### src/design/sml_pkg.sv
// Shared types, constants and helpers for the substring match locator.
// Used by sml_matcher and substring_match_locator_top; depends on nothing.
package sml_pkg;

    // Sizing of the pattern window and the position counter.
    localparam int PATTERN_MAX   = 8;
    localparam int POSITION_BITS = 16;
    localparam int RECENT_BYTES  = (PATTERN_MAX > 1) ? PATTERN_MAX - 1 : 1;
    localparam int WIN_BYTES     = RECENT_BYTES + 1;
    localparam int LEN_IDX_BITS  = $clog2(PATTERN_MAX + 1);

    // Field widths fixed by the interface.
    localparam int BYTE_BITS    = 8;
    localparam int FIELD_BITS   = 16;
    localparam int LENGTH_BITS  = 4;
    localparam int PATTERN_BITS = 64;
    localparam int CFG_IDX_BITS = 2;

    typedef logic [POSITION_BITS-1:0]      t_pos;
    typedef logic [FIELD_BITS-1:0]         t_field;
    typedef logic [WIN_BYTES*BYTE_BITS-1:0] t_window;
    typedef logic [PATTERN_BITS-1:0]       t_pattern;
    typedef logic [LENGTH_BITS-1:0]        t_length;
    typedef logic [CFG_IDX_BITS-1:0]       t_cfg_idx;
    typedef logic [BYTE_BITS-1:0]          t_byte;

    localparam t_pos   POS_MAX   = {POSITION_BITS{1'b1}};
    localparam t_field COUNT_MAX = {FIELD_BITS{1'b1}};

    // Configuration register indexes.
    localparam t_cfg_idx CFG_PATTERN_BYTES  = 2'd0;
    localparam t_cfg_idx CFG_PATTERN_LENGTH = 2'd1;

    // Characters that stop the text.
    localparam t_byte CH_NEWLINE = 8'h0A;
    localparam t_byte CH_NUL     = 8'h00;

    // Outcome of one window comparison.
    typedef struct packed {
        logic hit;   // a full, qualified match ends on the newest byte
        t_pos span;  // effective pattern length minus one
    } t_match_info;

    // Bring a position onto a 16-bit result field.
    function automatic t_field pos_to_field(input t_pos p);
        logic [31:0] wide;
        wide = 32'(p);
        return wide[FIELD_BITS-1:0];
    endfunction

endpackage

### src/design/sml_matcher.sv
// Parallel comparison of the text window against the configured pattern.
// Depends on sml_pkg.
module sml_matcher (
    input  sml_pkg::t_window     i_window,
    input  sml_pkg::t_pattern    i_pattern,
    input  sml_pkg::t_length     i_length,
    input  sml_pkg::t_pos        i_seen,
    output sml_pkg::t_match_info o_info
);
    import sml_pkg::*;

    logic [LEN_IDX_BITS-1:0] eff_len;
    logic [PATTERN_MAX:0]    len_hit;
    t_pos                    need;

    // Lengths above the window size behave as the largest length.
    always_comb begin
        if (i_length > LENGTH_BITS'(PATTERN_MAX)) begin
            eff_len = LEN_IDX_BITS'(PATTERN_MAX);
        end else begin
            eff_len = LEN_IDX_BITS'(i_length);
        end
    end

    // One comparator row per candidate length; the newest byte meets the
    // last pattern character.
    always_comb begin
        len_hit = '0;
        for (int l = 1; l <= PATTERN_MAX; l++) begin
            len_hit[l] = 1'b1;
            for (int k = 0; k < l; k++) begin
                if (i_window[BYTE_BITS*k +: BYTE_BITS] !=
                    i_pattern[BYTE_BITS*(l-1-k) +: BYTE_BITS]) begin
                    len_hit[l] = 1'b0;
                end
            end
        end
    end

    // A match needs enough real bytes before the newest one.
    always_comb begin
        need        = POSITION_BITS'(eff_len) - 1'b1;
        o_info.span = need;
        o_info.hit  = (eff_len != '0) && (i_seen >= need) && len_hit[eff_len];
    end

endmodule

### src/design/substring_match_locator_top.sv
// Top level of the substring match locator: input register, window match,
// match state and result register. Depends on sml_pkg and sml_matcher.
//
// Usage:
//   Input channel (i_in_valid / o_in_ready) carries one text byte per beat,
//   or an end-of-text beat when i_end_of_text is high. Each beat that
//   completes a reported match gives one result beat on the output channel
//   (o_out_valid / i_out_ready) with its 1-based start and end positions and
//   the running count. An end-of-text beat always gives a final result with
//   zero positions, the total count and o_is_final high, then clears the
//   match state. Newline and NUL bytes stop the text until end of text.
//   Configuration writes (i_cfg_valid / o_cfg_ready, always ready) set the
//   pattern bytes (index 0) and the pattern length (index 1); the user must
//   write them only while idle; the block itself does not enforce this.
// Timing:
//   The input register takes a beat; the match stage then loads any result
//   into the result register. One beat is taken every cycle unless the
//   receiver stalls; the whole window compare sits between those two
//   registers. When it stalls the result register holds, the input register
//   fills behind it, and o_in_ready drops until the result is taken.
// Reset:
//   Synchronous, active low. Clears the match state, both pipeline stages,
//   the pattern (to zero) and the pattern length (to one).
module substring_match_locator_top (
    input  logic                 i_clk,
    input  logic                 i_rst_n,
    // Input channel
    input  logic                 i_in_valid,
    output logic                 o_in_ready,
    input  sml_pkg::t_byte       i_text_byte,
    input  logic                 i_end_of_text,
    // Result channel
    output logic                 o_out_valid,
    input  logic                 i_out_ready,
    output sml_pkg::t_field      o_match_start,
    output sml_pkg::t_field      o_match_end,
    output sml_pkg::t_field      o_match_total,
    output logic                 o_is_final,
    // Configuration channel
    input  logic                 i_cfg_valid,
    output logic                 o_cfg_ready,
    input  sml_pkg::t_cfg_idx    i_cfg_index,
    input  sml_pkg::t_pattern    i_cfg_data
);
    import sml_pkg::*;

    // Configuration registers.
    t_pattern r_pattern;
    t_length  r_length;

    // Input register.
    logic  r_s1_valid;
    t_byte r_s1_byte;
    logic  r_s1_eot;

    // Match state.
    logic [RECENT_BYTES*BYTE_BITS-1:0] r_recent, n_recent;
    t_pos   r_pos, n_pos;
    t_field r_count, n_count;
    logic   r_skip, n_skip;
    logic   r_stopped, n_stopped;

    // Result register.
    logic   r_out_valid, n_out_valid;
    t_field r_start, n_start;
    t_field r_end, n_end;
    t_field r_total, n_total;
    logic   r_final, n_final;

    logic        out_free;
    logic        s2_fire;
    logic        produce;
    t_window     window;
    t_pos        pos_inc;
    t_match_info info;

    assign o_cfg_ready = 1'b1;
    assign out_free    = !r_out_valid || i_out_ready;
    assign s2_fire     = r_s1_valid && out_free;
    assign o_in_ready  = !r_s1_valid || s2_fire;

    // Configuration writes; indexes beyond the list are dropped.
    always_ff @(posedge i_clk) begin
        if (!i_rst_n) begin
            r_pattern <= '0;
            r_length  <= LENGTH_BITS'(1);
        end else if (i_cfg_valid && o_cfg_ready) begin
            unique case (i_cfg_index)
                CFG_PATTERN_BYTES:  r_pattern <= i_cfg_data;
                CFG_PATTERN_LENGTH: r_length  <= i_cfg_data[LENGTH_BITS-1:0];
                default: ;
            endcase
        end
    end

    // Input register: takes a beat when it is empty or the stage ahead can move.
    always_ff @(posedge i_clk) begin
        if (!i_rst_n) begin
            r_s1_valid <= 1'b0;
        end else if (i_in_valid && o_in_ready) begin
            r_s1_valid <= 1'b1;
        end else if (s2_fire) begin
            r_s1_valid <= 1'b0;
        end
    end

    always_ff @(posedge i_clk) begin
        if (i_in_valid && o_in_ready) begin
            r_s1_byte <= i_text_byte;
            r_s1_eot  <= i_end_of_text;
        end
    end

    // Window with the newest byte in the low bits.
    assign window  = {r_recent, r_s1_byte};
    assign pos_inc = (r_pos != POS_MAX) ? r_pos + 1'b1 : r_pos;

    sml_matcher u_matcher (
        .i_window  (window),
        .i_pattern (r_pattern),
        .i_length  (r_length),
        .i_seen    (r_pos),
        .o_info    (info)
    );

    // State update and result formation for the beat in the input register.
    always_comb begin
        n_recent  = r_recent;
        n_pos     = r_pos;
        n_count   = r_count;
        n_skip    = r_skip;
        n_stopped = r_stopped;
        n_start   = r_start;
        n_end     = r_end;
        n_total   = r_total;
        n_final   = r_final;
        produce   = 1'b0;
        if (s2_fire) begin
            if (r_s1_eot) begin
                produce   = 1'b1;
                n_start   = '0;
                n_end     = '0;
                n_total   = r_count;
                n_final   = 1'b1;
                n_recent  = '0;
                n_pos     = '0;
                n_count   = '0;
                n_skip    = 1'b0;
                n_stopped = 1'b0;
            end else if (!r_stopped) begin
                if (r_s1_byte == CH_NEWLINE || r_s1_byte == CH_NUL) begin
                    n_stopped = 1'b1;
                end else begin
                    n_pos    = pos_inc;
                    n_recent = window[RECENT_BYTES*BYTE_BITS-1:0];
                    n_skip   = 1'b0;
                    if (info.hit && !r_skip) begin
                        produce = 1'b1;
                        n_skip  = 1'b1;
                        n_count = (r_count != COUNT_MAX) ? r_count + 1'b1 : r_count;
                        n_start = pos_to_field(pos_inc - info.span);
                        n_end   = pos_to_field(pos_inc);
                        n_total = n_count;
                        n_final = 1'b0;
                    end
                end
            end
        end
    end

    // Result valid: loaded by the match stage, cleared when taken.
    always_comb begin
        n_out_valid = r_out_valid;
        if (s2_fire) begin
            n_out_valid = produce;
        end else if (i_out_ready) begin
            n_out_valid = 1'b0;
        end
    end

    always_ff @(posedge i_clk) begin
        if (!i_rst_n) begin
            r_recent    <= '0;
            r_pos       <= '0;
            r_count     <= '0;
            r_skip      <= 1'b0;
            r_stopped   <= 1'b0;
            r_out_valid <= 1'b0;
        end else begin
            r_recent    <= n_recent;
            r_pos       <= n_pos;
            r_count     <= n_count;
            r_skip      <= n_skip;
            r_stopped   <= n_stopped;
            r_out_valid <= n_out_valid;
        end
    end

    // Result payload needs no reset.
    always_ff @(posedge i_clk) begin
        r_start <= n_start;
        r_end   <= n_end;
        r_total <= n_total;
        r_final <= n_final;
    end

    assign o_out_valid   = r_out_valid;
    assign o_match_start = r_start;
    assign o_match_end   = r_end;
    assign o_match_total = r_total;
    assign o_is_final    = r_final;

    // A final result never carries positions.
    a_final_zero_pos: assert property (@(posedge i_clk) disable iff (!i_rst_n)
        (o_out_valid && o_is_final) |-> (o_match_start == '0 && o_match_end == '0))
        else $error("final result carries non-zero positions");

    // A reported match never starts after it ends.
    a_match_order: assert property (@(posedge i_clk) disable iff (!i_rst_n)
        (o_out_valid && !o_is_final) |-> (o_match_start <= o_match_end))
        else $error("match start lies after match end");

    // Every reported match arms the suppression of the next position.
    a_skip_armed: assert property (@(posedge i_clk) disable iff (!i_rst_n)
        (s2_fire && produce && !r_s1_eot) |=> r_skip)
        else $error("suppression not armed after a match");

    // Matches cannot outnumber bytes seen while the position is unsaturated.
    a_count_bound: assert property (@(posedge i_clk) disable iff (!i_rst_n)
        (r_pos != POS_MAX) |-> (32'(r_count) <= 32'(r_pos)))
        else $error("match count exceeds byte position");

    // Back-pressure on the input only comes from a held beat.
    a_ready_cause: assert property (@(posedge i_clk) disable iff (!i_rst_n)
        !o_in_ready |-> (r_s1_valid && r_out_valid && !i_out_ready))
        else $error("input stalled without a blocked stage");

endmodule
### config.mk
export PLATFORM = sky130hd
export DESIGN_NAME = substring_match_locator_top
export DESIGN_NICKNAME = d
export VERILOG_FILES = /design/src/design/sml_pkg.sv /design/src/design/sml_matcher.sv /design/src/design/substring_match_locator_top.sv
export SDC_FILE = /design/constraint.sdc
export NUM_CORES = 1
export LEC_CHECK = 0
export ABC_AREA = 1
export ABC_CLOCK_PERIOD_IN_PS = 7300
export BUFFER_PORTS_ARGS = -buffer_cell sky130_fd_sc_hd__buf_2
export CAP_MARGIN = 20
export CORE_ASPECT_RATIO = 0.75
export CORE_MARGIN = 3
export CORE_UTILIZATION = 55
export DETAILED_ROUTE_END_ITERATION = 10
export PLACE_DENSITY = 0.82
export RECOVER_POWER = 25
export REMOVE_ABC_BUFFERS = 1
export SYNTH_ARGS = -nofsm -noshare
export SYNTH_HDL_FRONTEND = slang
export SYNTH_HIERARCHICAL = 1
export SYNTH_SLANG_ARGS = --single-unit
### constraint.sdc
create_clock -name i_clk -period 7.3 [get_ports i_clk]
set_clock_uncertainty 0.1 [all_clocks]
set_input_delay 0.73 -clock i_clk [delete_from_list [all_inputs] [get_ports i_clk]]
set_output_delay 0.73 -clock i_clk [all_outputs]
set_load 0.005 [all_outputs]
# After elaboration in Yosys (flattened, before gate mapping)

Cells that the tools add are included.

Flip-flop bits (word level): 218
Output and inout port bits: 52

Muxes and demuxes: 75
$lt $le $gt $ge: 3
Equality and inequality tests: 42
Add/sub/neg operators: 4
Reductions and logical operators: 21

Operators with widths:

| operator                                                               | number |
|---|---|
| 8-bit != test                                                          | 36 |
| 16-bit 2-to-1 mux                                                      | 16 |
| 56-bit 2-to-1 mux                                                      | 3 |
| 1-bit 2-to-1 mux                                                       | 54 |
| 16-bit by 1-bit adder with 16-bit output (second input constant)       | 2 |
| 16-bit != test (second input constant)                                 | 2 |
| 16-bit >= comparator                                                   | 1 |
| 16-bit subtractor                                                      | 1 |
| 8-bit by 4-bit equality test with 1-bit output (second input constant) | 1 |
| 8-bit zero test                                                        | 1 |
| 2-bit nonzero test                                                     | 3 |
| 1-bit logical AND                                                      | 5 |
| 4-bit by 5-bit < comparator with 1-bit output (second input constant)  | 1 |
| 4-bit by 1-bit subtractor with 5-bit output (second input constant)    | 1 |
| 1-bit binary-select mux with 4-bit select                              | 1 |
| 4-bit greater-than comparator (second input constant)                  | 1 |
| 4-bit 2-to-1 mux                                                       | 1 |
| 2-bit != test (second input constant)                                  | 2 |
| 2-bit AND reduction                                                    | 2 |
| 4-bit AND reduction                                                    | 1 |
| 4-bit nonzero test                                                     | 1 |
| 1-bit zero test                                                        | 3 |
| 1-bit logical OR                                                       | 3 |
| 3-bit AND reduction                                                    | 1 |
| other kinds (2)                                                        | 2 |

# Longest topological paths before layout

Gate-level depths: netlist (run 1).

Depth after elaboration: 18
Gate-level depth with buffers: 22
Depth with buffers taken out: 22

# Hierarchy

The synthesis (run 1) kept the hierarchy.

Modules (own cells, without submodules):

| module                      | area each (sq um) | sequential area each (sq um) | cells each | instances |
|---|---|---|---|---|
| substring_match_locator_top | 9537.9            | 4944.7                       | 1176       | 1 |
| sml_matcher                 | 5200.0            | 0.0                          | 1065       | 1 |

# Worst setup path before layout (run 1)

No wires, ideal clock.

Path type: reg2reg
Start point: reg r_length[3]
End point: reg r_final, in the netlist o_is_final, enable pin
Arrival: 3.716 ns
Clock period less this slack: 4.203 ns
Setup time: 0.387 ns
Path slack: 3.097 ns
Cell stages (with the launch flop): 21
Buffers on the path: 1
Data required time: 6.813 ns
Cells stage by stage: dfxtp_1 > inv_1 > nand2_1 > ha_1 > inv_1 > nor2_1 > inv_1 > ha_1 > inv_1 > nor3_1 > nand2_1 > o311ai_0 > nand2_1 > nand2_1 > a31oi_1 > nor2_2 > inv_1 > nor2_1 > nor2_1 > nor2_4 > buf_2

RTL lines:

| item                   | line                               | source |
|---|---|---|
| from (decl)            | substring_match_locator_top.sv:49  | `t_length r_length;` |
| from (signal assigned) | substring_match_locator_top.sv:90  | `CFG_PATTERN_LENGTH: r_length <= i_cfg_data[LENGTH_BITS-1:0];` |
| to (signal assigned)   | substring_match_locator_top.sv:204 | `r_final <= n_final;` |
| to (decl)              | substring_match_locator_top.sv:68  | `logic r_final, n_final;` |

==> metrics, run 1 <==
outcome=complete, but fails checks; violated checks=max-capacitance violations, max-slew violations; critical path's most frequent cell=inv_1; Vias=15060; final-report setup violation count=0; clk sinks=218; fin nets=approximately 2400; Routed Antenna Nets=0; EDFF count, synth=58; RePlAce Congestion=1.05; post-CTS setup buffers=0; first-pass GRT wire length=78200 um; area of the multi-input gates=approximately 8200 sq um; critical path arrival=5780 ps; Yosys top cell area share=0.217; worst-skew pair later-pin latency=540 ps; CTS tree=built; total track usage=0.346; count leader, synth=nand2_1; CTS clk-pin slew, worst paths=70 ps; # diodes=0; Via density=5.72; setup TNS=0 ps; Die X=195 um; top post-synthesis cells by count=nand2_1, nor2_1, inv_1; Slew HR=-1.22; Reg area=4940 sq um; largest net degree at the start of global routing=about 100; multiplexer share of the synthesized area=0; Mapped Area=14700 sq um; Longest Clk Path Bufs=3; Slew Viols, Final=147; leakage power=7.29 nW; RSZ-0062 raised after global routing=no; initial antenna violation count=0; MaxCap Viol Count=2; post-CTS sizing=0; Worst EP required=7390 ps; Compound-Gate Fraction of Synth Area=0.0970; Port Buf Inserts=130; drt first-iter violations=1868; syn avg cell area=6.58 sq um; # hold bufs at CTS=0; ranking of synthesized cells by area=dfxtp_1, nand2_1, edfxtp_1; Yosys Warn Count=6; kind of critical path=flop to flop; die height=148 um; Core Region=26200 sq um; PwrDens=196 nW/um^2; final setup margin=1610 ps; CP peak stage delay=760 ps; io pins=~130; post-synthesis sequential area ratio=0.336; count of final hold-check violations=0; minimum clock period=5690 ps; synth unique cells=48; Area growth syn-to-layout=7.97%; Synth Area in XOR/XNOR=0.0920; TritonCTS Buffers=23; Post-Synth Simple-Gate Area=0.334; largest area contributor in the netlist=dfxtp_1; Detailed Place HPWL=38100 um; Root Buffer Master=clkbuf_16; DR WL/cell=about 20 um; synthesized netlist cell count=2241; die area=28800 sq um; FP Rows=51; CP max stage cell=nor2_4; Worst Path Max Fanout=between 40 and 50; DRT Pass-1 Iters=6; vias in the first global route=13487; DRC Markers=0; critical path capture point type=flop; dpl ws=1770 ps; Hold/Removal Path Class=input port to flop; Post-Synth Adder-Cell Area=0.0302; Cell Chain, Critical Path=inv_1 > nand2_1 > ha_1 > inv_1 > nor2_1 > inv_1 > ha_1 > inv_1 > nor3_1 > nand2_1 > o311ai_0 > nand2_1 > nand2_1 > a31oi_1 > nor2_2 > inv_1 > nor2_1 > nor2_1 > nor2_4 > buf_4; FMAX=roughly 0.18 GHz; CP Launch Type=flop; largest family of logic cells by synthesized area=simple AND/OR/NAND/NOR gates; Max IR drop VDD=222 uV; final WL=51800 um; FFs w/ async S/R, synth=0; GRT overflow=0; share of cells above drive strength 1=0.112; fin crit share=0.779; synthesis-stage register bit count=between 200 and 250; main flop type after synthesis=dfxtp_1; Worst-Margin Slew=3320 ps; FILL cells=2449; Initial Util=0.563; CTS H-tree lvls=1
-- per-stage QoR --
stage,utilization,instance area (sq um),hold slack [ps],instances,power (mW)
after detailed placement,0.578,15100,359,2591,1.88
after global placement,0.577,15100,358,2590,1.87
final,0.608,15900,274,2633,3.11
after floorplan,-,14000,346,2107,1.69
after global routing,0.608,15900,259,2633,3.22
after CTS,0.609,15900,263,2633,3.10
-- layout make-up --
cell class              count  area share
clock buffers              34      0.0453
flip-flops and latches    218       0.311
repair buffers            140      0.0456
well taps                 344      0.0270
multi-input cells        1660       0.512
clock inverters             8     0.00480
inverters                 229      0.0542
-- cells by family (layout without fill, tap and decap cells) --
group           count (synthesis)  count (layout)
other cells                     1               1
fa+ha+maj                      35              35
buf+inv                       363             411
simple gates                 1200            1200
flops                         218             218
compound gates                270             270
xor+xnor                      154             154
-- sequential cells by signal (all words and copies together) (netlist names) --
signal         cells
o_is_final         1
o_match_end       16
o_match_start     16
o_match_total     16
o_out_valid        1
r_count           16
r_length           4
r_pattern         64
r_pos             16
r_recent          56
r_s1_byte          8
r_s1_eot           1
r_s1_valid         1
r_skip             1
r_stopped          1
-- worst max-delay path, delay by kind of cell (launching register included) --
kind                       cells  cell delay [ps]
AOI/OAI and AO/OA              2              140
adders and majority gates      2              680
buffers and inverters          6             1270
DFF                            1              370
and+or+nand+nor               10             2730
-- power by group --
| part | switching (mW) | internal (mW) |
|---|---|---|
| clock | 0.509 | 0.724 |
| sequential | 0.0846 | 1.28 |
| combinational | 0.334 | 0.176 |
-- layer usage --
metal / vias to the layer above / wire length (um) / track usage
met1: 6975 / 23300 / 0.537
met3: 69 / 6400 / 0.0699
met4: 0 / 964 / 0.0737
li1: 7109 / - / -
met5: - / 0 / 0
met2: 907 / 21100 / 0.495
-- worst paths after layout --
check,startpoint,to,slack (ps),cells past startpoint
hold reg to reg,r_skip$_SDFFE_PN0P_,r_skip$_SDFFE_PN0P_,370,2
setup reg to reg,r_length[3]$_SDFFE_PN0P_,o_match_end[9]$_SDFFCE_PP0P_,1610,20
hold / removal,i_text_byte[7],r_s1_byte[7]$_DFFE_PP_,270,1
setup / recovery,r_length[3]$_SDFFE_PN0P_,o_match_end[9]$_SDFFCE_PP0P_,1610,20
-- cells in the final DEF, fill, tap and decap left out, types with 3 or more instances in the layout --
cell and instances:
nand3_1 40, inv_2 51, clkinv_2 3, nor3_1 7, buf_4 6, edfxtp_1 58, clkbuf_16 26, nand2_1 691
nand2_2 7, a21oi_1 114, buf_2 129, nor2_1 345, nand4_1 89, dfxtp_1 160, nor2_2 6, clkbuf_1 8
xor2_1 88, inv_1 176, nor2_4 3, o21ai_1 7, o22ai_1 13, o21ai_2 3, a21o_1 5, ha_1 34
clkbuf_8 4, xnor2_1 65, o21ai_0 117
Note: power is estimated with default switching activity, not from simulation.
==> inputs of run 2 (changes only) <==
--- a/config.mk
+++ b/config.mk
@@ -6,14 +6,14 @@
 export NUM_CORES = 1
 export LEC_CHECK = 0
 export ABC_AREA = 1
-export ABC_CLOCK_PERIOD_IN_PS = 7300
+export ABC_CLOCK_PERIOD_IN_PS = 4800
 export BUFFER_PORTS_ARGS = -buffer_cell sky130_fd_sc_hd__buf_2
 export CAP_MARGIN = 20
 export CORE_ASPECT_RATIO = 0.75
 export CORE_MARGIN = 3
 export CORE_UTILIZATION = 55
 export DETAILED_ROUTE_END_ITERATION = 10
-export PLACE_DENSITY = 0.82
+export PLACE_DENSITY = 0.85
 export RECOVER_POWER = 25
 export REMOVE_ABC_BUFFERS = 1
 export SYNTH_ARGS = -nofsm -noshare
==> constraint.sdc (replaced) <==
create_clock -name i_clk -period 4.8 [get_ports i_clk]
set_clock_uncertainty 0.1 [all_clocks]
set_input_delay 0.48 -clock i_clk [delete_from_list [all_inputs] [get_ports i_clk]]
set_output_delay 0.48 -clock i_clk [all_outputs]
set_load 0.005 [all_outputs]
==> metrics, run 2 (synthesized netlist as in run 1, its figures left out) <==
io pins=132 (unchanged); Die X=195 um (unchanged); leakage power=7.30 nW (was 7.29 nW); final setup margin=485 ps (was 1610 ps); setup TNS=0 ps (unchanged); Root Buffer Master=clkbuf_16 (unchanged); Via density=5.70 (was 5.72); FMAX=0.232 GHz (was 0.176 GHz); first-pass GRT wire length=77800 um (was 78200 um); r2r startpoint=r_length[3]$_SDFFE_PN0P_ (unchanged); DR WL/cell=19.6 um (was 19.7 um); MaxCap Viol Count=3 (was 2); Core Region=26200 sq um (unchanged); final WL=51800 um (about the same); hold path start=i_text_byte[7] (unchanged); CP Launch Type=flop (unchanged); Area growth syn-to-layout=7.92% (was 7.97%); critical path arrival=4590 ps (was 5780 ps); vias in the first global route=13447 (was 13487); Longest Clk Path Bufs=3 (unchanged); clk sinks=218 (unchanged); Vias=15047 (was 15060); Worst-Margin Slew=2370 ps (was 3320 ps); most common cell after layout, fill and taps aside=nand2_1 (unchanged); DRC Markers=0 (unchanged); DRT Pass-1 Iters=6 (unchanged); CTS clk-pin slew, worst paths=70 ps (about the same); Worst EP required=5080 ps (was 7390 ps); worst r2r path cells=24 (was 20); GRT overflow=0 (unchanged); die area=28800 sq um (unchanged); Initial Util=0.563 (unchanged); Routed Antenna Nets=0 (unchanged); CTS tree=built (unchanged); hold depth=1 (unchanged); violated checks=max-capacitance violations, max-slew violations (unchanged); die height=148 um (unchanged); # hold bufs at CTS=0 (unchanged); TritonCTS Buffers=23 (unchanged); Worst Path Max Fanout=73 (was 41); largest net degree at the start of global routing=104 (was 102); RePlAce Congestion=1.10 (was 1.05); post-CTS sizing=0 (unchanged); Hold/Removal Path Class=input port to flop (unchanged); total track usage=0.345 (was 0.346); initial antenna violation count=0 (unchanged); Hold Crit Endpoint=r_s1_byte[7]$_DFFE_PP_ (unchanged); post-CTS setup buffers=0 (unchanged); RSZ-0062 raised after global routing=no (unchanged); Slew HR=-0.580 (was -1.22); crit path from=r_length[3]$_SDFFE_PN0P_ (unchanged); fin crit share=0.899 (was 0.779); fin cells=2638 (was 2633); Biggest register=r_pattern (unchanged); drt first-iter violations=1931 (was 1868); Largest register FFs=64 (unchanged); area of the multi-input gates=8150 sq um (about the same); share of cells above drive strength 1=0.113 (was 0.112); final-report setup violation count=0 (unchanged); Port Buf Inserts=130 (unchanged); outcome=complete, but fails checks (unchanged); Detailed Place HPWL=38500 um (was 38100 um); Post-Place Cells=2595 (was 2591); minimum clock period=4320 ps (was 5690 ps); critical path capture point type=flop (unchanged); most frequent cells in the layout=nand2_1, nor2_1, inv_1, dfxtp_1, buf_2 (unchanged); FILL cells=2459 (was 2449); flop2flop setup slack=480 ps (was 1610 ps); Max IR drop VDD=390 uV (was 222 uV); CTS H-tree lvls=1 (unchanged); Slew Viols, Final=132 (was 147); WHS=14.7 ps (was 274 ps); worst-skew pair later-pin latency=540 ps (about the same); largest registers=r_pattern (64), r_recent (56) (unchanged); dpl ws=688 ps (was 1770 ps); PwrDens=294 nW/um^2 (was 196 nW/um^2); final core utilization=0.608 (about the same); kind of critical path=flop to flop (unchanged); fin nets=2391 (was 2387); count of final hold-check violations=0 (unchanged); Reg area=4940 sq um (unchanged); FP Rows=51 (unchanged); Reg-to-Reg End=r_count[11]$_SDFFE_PN0P_ (was o_match_end[9]$_SDFFCE_PP0P_)
## run 2: cell types whose count changed in the layout (fill, tap and decap cells not counted), sizes merged
| cell | change |
|---|---|
| buf | +4 |
| clkinv | +3 |
| clkbuf | -3 |
| diode | +1 |
## run 2: stage by stage
step / instance area [sq um] / total power, mW
floorplan: 14000 / 2.57
global placement: 15200 / 2.85
detailed placement: 15200 / 2.87
CTS: 15900 / 4.66
global route: 15900 / 4.85
finish: 15900 / 4.67
## run 2: report_power, final
| part | internal [mW] | switching, mW |
|---|---|---|
| registers | 1.95 | 0.130 |
| clock network | 1.03 | 0.771 |
| logic | 0.271 | 0.515 |
## run 2: routing by layer
metal,global-route usage,part of all wire
met5,0.0202,0.0016
met4,0.0745,0.022
met3,0.0977,0.12
met2,0.486,0.40
met1,0.521,0.45
## run 2: layout make-up
cell class | count | area share
well taps | 344 | 0.0271
flip-flops and latches | 218 | 0.311
repair buffers | 144 | 0.0475
diodes | 1 | 0.000157
inverters | 229 | 0.0542
clock inverters | 11 | 0.00590
clock buffers | 31 | 0.0419
multi-input cells | 1660 | 0.512
## run 2: worst max-delay path by stage
stage                                    end  slack, ps  cells after the start
finish              r_count[11]$_SDFFE_PN0P_        480                     24
global route        r_count[11]$_SDFFE_PN0P_        110                     24
CTS                 r_count[14]$_SDFFE_PN0P_        660                     24
detailed placement  r_count[14]$_SDFFE_PN0P_        690                     24
global placement    r_count[14]$_SDFFE_PN0P_        950                     24
floorplan           r_count[14]$_SDFFE_PN0P_        210                     22
## run 2: critical path: stages, from the launching register on
cell and delay (ps):
dfxtp_1 370, inv_1 90, nand2_1 340, ha_1 230
inv_1 60, nor2_1 130, buf_4 220, inv_1 250
ha_1 380, inv_1 50, nor3_1 220, nand2_1 90
o311ai_0 90, nand2_1 90, nand2_1 70, a31oi_1 50
nor2_2 130, inv_1 60, nor2_1 130, nor2_1 90
nor2_4 180, buf_12 330, inv_1 190, nand2_1 90
a21oi_1 60
==> inputs of run 3 (changes only) <==
--- a/config.mk
+++ b/config.mk
@@ -18,5 +18,4 @@
 export REMOVE_ABC_BUFFERS = 1
 export SYNTH_ARGS = -nofsm -noshare
 export SYNTH_HDL_FRONTEND = slang
-export SYNTH_HIERARCHICAL = 1
 export SYNTH_SLANG_ARGS = --single-unit
==> metrics, run 3 <==
largest registers=r_pattern (64), r_recent (56) (unchanged); final core utilization=0.619 (was 0.608); FMAX=0.258 GHz (was 0.232 GHz); synthesized netlist cell count=2015 (was 2241); Biggest register=r_pattern (unchanged); DRT Pass-1 Iters=6 (unchanged); critical path capture point type=flop (unchanged); post-CTS sizing=0 (unchanged); initial antenna violation count=0 (unchanged); Slew Viols, Final=120 (was 132); fin nets=2182 (was 2391); final setup margin=917 ps (was 485 ps); Detailed Place HPWL=38600 um (was 38500 um); fin cells=2417 (was 2638); Port Buf Inserts=130 (unchanged); Yosys top cell area share=0.231 (was 0.217); DRC Markers=0 (unchanged); CTS clk-pin slew, worst paths=60 ps (was 70 ps); minimum clock period=3880 ps (was 4320 ps); Die X=189 um (was 195 um); # hold bufs at CTS=0 (unchanged); die height=144 um (was 148 um); Root Buffer Master=clkbuf_16 (unchanged); final-report setup violation count=0 (unchanged); WHS=24.4 ps (was 14.7 ps); FP Rows=49 (was 51); Vias=14070 (was 15047); kind of critical path=flop to flop (unchanged); most common cell after layout, fill and taps aside=nand2_1 (unchanged); top post-synthesis cells by count=nand2_1, nor2_1, inv_1 (unchanged); Slew HR=-0.810 (was -0.580); FILL cells=2366 (was 2459); MaxCap Viol Count=2 (was 3); post-CTS setup buffers=0 (unchanged); main flop type after synthesis=dfxtp_1 (unchanged); synth unique cells=50 (was 48); ranking of synthesized cells by area=dfxtp_1, nand2_1, edfxtp_1 (unchanged); leakage power=6.65 nW (was 7.30 nW); Power, Total=4.57 mW (was 4.67 mW); die area=27200 sq um (was 28800 sq um); RSZ-0062 raised after global routing=no (unchanged); outcome=complete, but fails checks (unchanged); # diodes=0 (was 1); largest area contributor in the netlist=dfxtp_1 (unchanged); dpl ws=1000 ps (was 688 ps); worst-skew pair later-pin latency=530 ps (was 540 ps); Hold/Removal Path Class=input port to flop (unchanged); drt first-iter violations=1931 (unchanged); Area growth syn-to-layout=8.92% (was 7.92%); largest net degree at the start of global routing=72 (was 104); Worst EP required=4970 ps (was 5080 ps); synthesis-stage register bit count=218 (unchanged); Yosys Warn Count=0 (was 6); EDFF count, synth=58 (unchanged); Longest Clk Path Bufs=3 (unchanged); setup TNS=0 ps (unchanged); Worst Path Max Fanout=5 (was 73); first-pass GRT wire length=75900 um (was 77800 um); GRT overflow=0 (unchanged); violated checks=max-capacitance violations, max-slew violations (unchanged); fin crit share=0.809 (was 0.899); design area=15100 sq um (was 15900 sq um); count of final hold-check violations=0 (unchanged); DR WL/cell=20.9 um (was 19.6 um); Max IR drop VDD=274 uV (was 390 uV); CTS H-tree lvls=1 (unchanged); total track usage=0.364 (was 0.345); Via density=5.82 (was 5.70); RePlAce Congestion=1.11 (was 1.10); final WL=50500 um (was 51800 um); dpl cell area=14400 sq um (was 15200 sq um); post-synthesis sequential area ratio=0.357 (was 0.336); vias in the first global route=12760 (was 13447); Post-Place Cells=2375 (was 2595); share of cells above drive strength 1=0.0887 (was 0.113); Initial Util=0.568 (was 0.563); count leader, synth=nand2_1 (unchanged); clk sinks=218 (unchanged); critical path arrival=4060 ps (was 4590 ps); syn avg cell area=6.88 sq um (was 6.58 sq um); Mapped Area=13900 sq um (was 14700 sq um); CTS tree=built (unchanged); Largest register FFs=64 (unchanged); Worst-Margin Slew=2720 ps (was 2370 ps); Core Region=24400 sq um (was 26200 sq um); PwrDens=303 nW/um^2 (was 294 nW/um^2); TritonCTS Buffers=23 (unchanged); io pins=132 (unchanged); most frequent cells in the layout=nand2_1, nor2_1, inv_1, dfxtp_1, o21ai_0 (was nand2_1, nor2_1, inv_1, dfxtp_1, buf_2); CP Launch Type=flop (unchanged); FFs w/ async S/R, synth=0 (unchanged); Routed Antenna Nets=0 (unchanged)
[run 3: cell types whose count changed after synthesis, sizes merged, moves of 7 or more]
cell	change
nor2	-131
nor3	+14
o21ai	+7
xor2	-27
o32ai	+53
buf	-34
o21bai	+8
nand2	-75
inv	-19
clkbuf	+14
nand4	-55
xnor2	+9
[run 3: layout make-up]
type,count,area [sq um],share of cell area
Multi-Input combinational cell,1472,7530,0.499
Sequential cell,218,4940,0.327
Clock buffer,34,668,0.0442
Timing Repair Buffer,143,701,0.0464
Tap cell,331,414,0.0274
Inverter,211,793,0.0525
Clock inverter,8,50.0,0.00331
[run 3: power by group]
part	internal (mW)	switching, mW
Clock	0.970	0.766
Sequential	1.96	0.105
Combinational	0.255	0.521
[run 3: path summary, 6_finish.rpt]
check | startpoint | endpoint | slack (ps) | depth (start not counted)
max | r_pos[7]$_SDFFE_PN0P_ | o_match_start[11]$_SDFFCE_PP0P_ | 920 | 21
min | i_text_byte[1] | r_s1_byte[1]$_DFFE_PP_ | 20 | 1
max reg2reg | r_pos[7]$_SDFFE_PN0P_ | o_match_start[11]$_SDFFCE_PP0P_ | 920 | 21
min reg2reg | r_stopped$_SDFFE_PN0P_ | r_stopped$_SDFFE_PN0P_ | 370 | 2
[run 3: metal layers]
layer  wire (um)  global-route usage  vias to the layer above
met4         992              0.0673                        0
met5           0                   0                        -
li1            -                   -                     6613
met1       22700               0.557                     6482
met3        7140               0.120                       77
met2       19700               0.498                      898
[run 3: worst max-delay path, cell delays in order (launching register included)]
cell,delay (ps)
dfxtp_1,450
nand2_1,110
nor2_1,170
nand3_1,150
inv_1,80
nand2_1,110
nor2_1,220
nand2_1,230
inv_1,230
a21oi_1,130
ha_1,300
nand3b_1,70
and2_1,180
or2_2,280
o21ai_2,260
nand3_2,140
nand2_2,150
nand2_2,80
nand2_1,70
nand2_1,50
clkinv_1,60
nor2_2,30
[run 3: cell families after synthesis]
| kind of cell | after synthesis | synth area share |
|---|---|---|
| other cells | 1 | 0.000270 |
| buf+inv | 325 | 0.101 |
| simple gates | 959 | 0.281 |
| flops | 218 | 0.357 |
| compound gates | 343 | 0.145 |
| fa+ha+maj | 33 | 0.0303 |
| xor+xnor | 136 | 0.0859 |
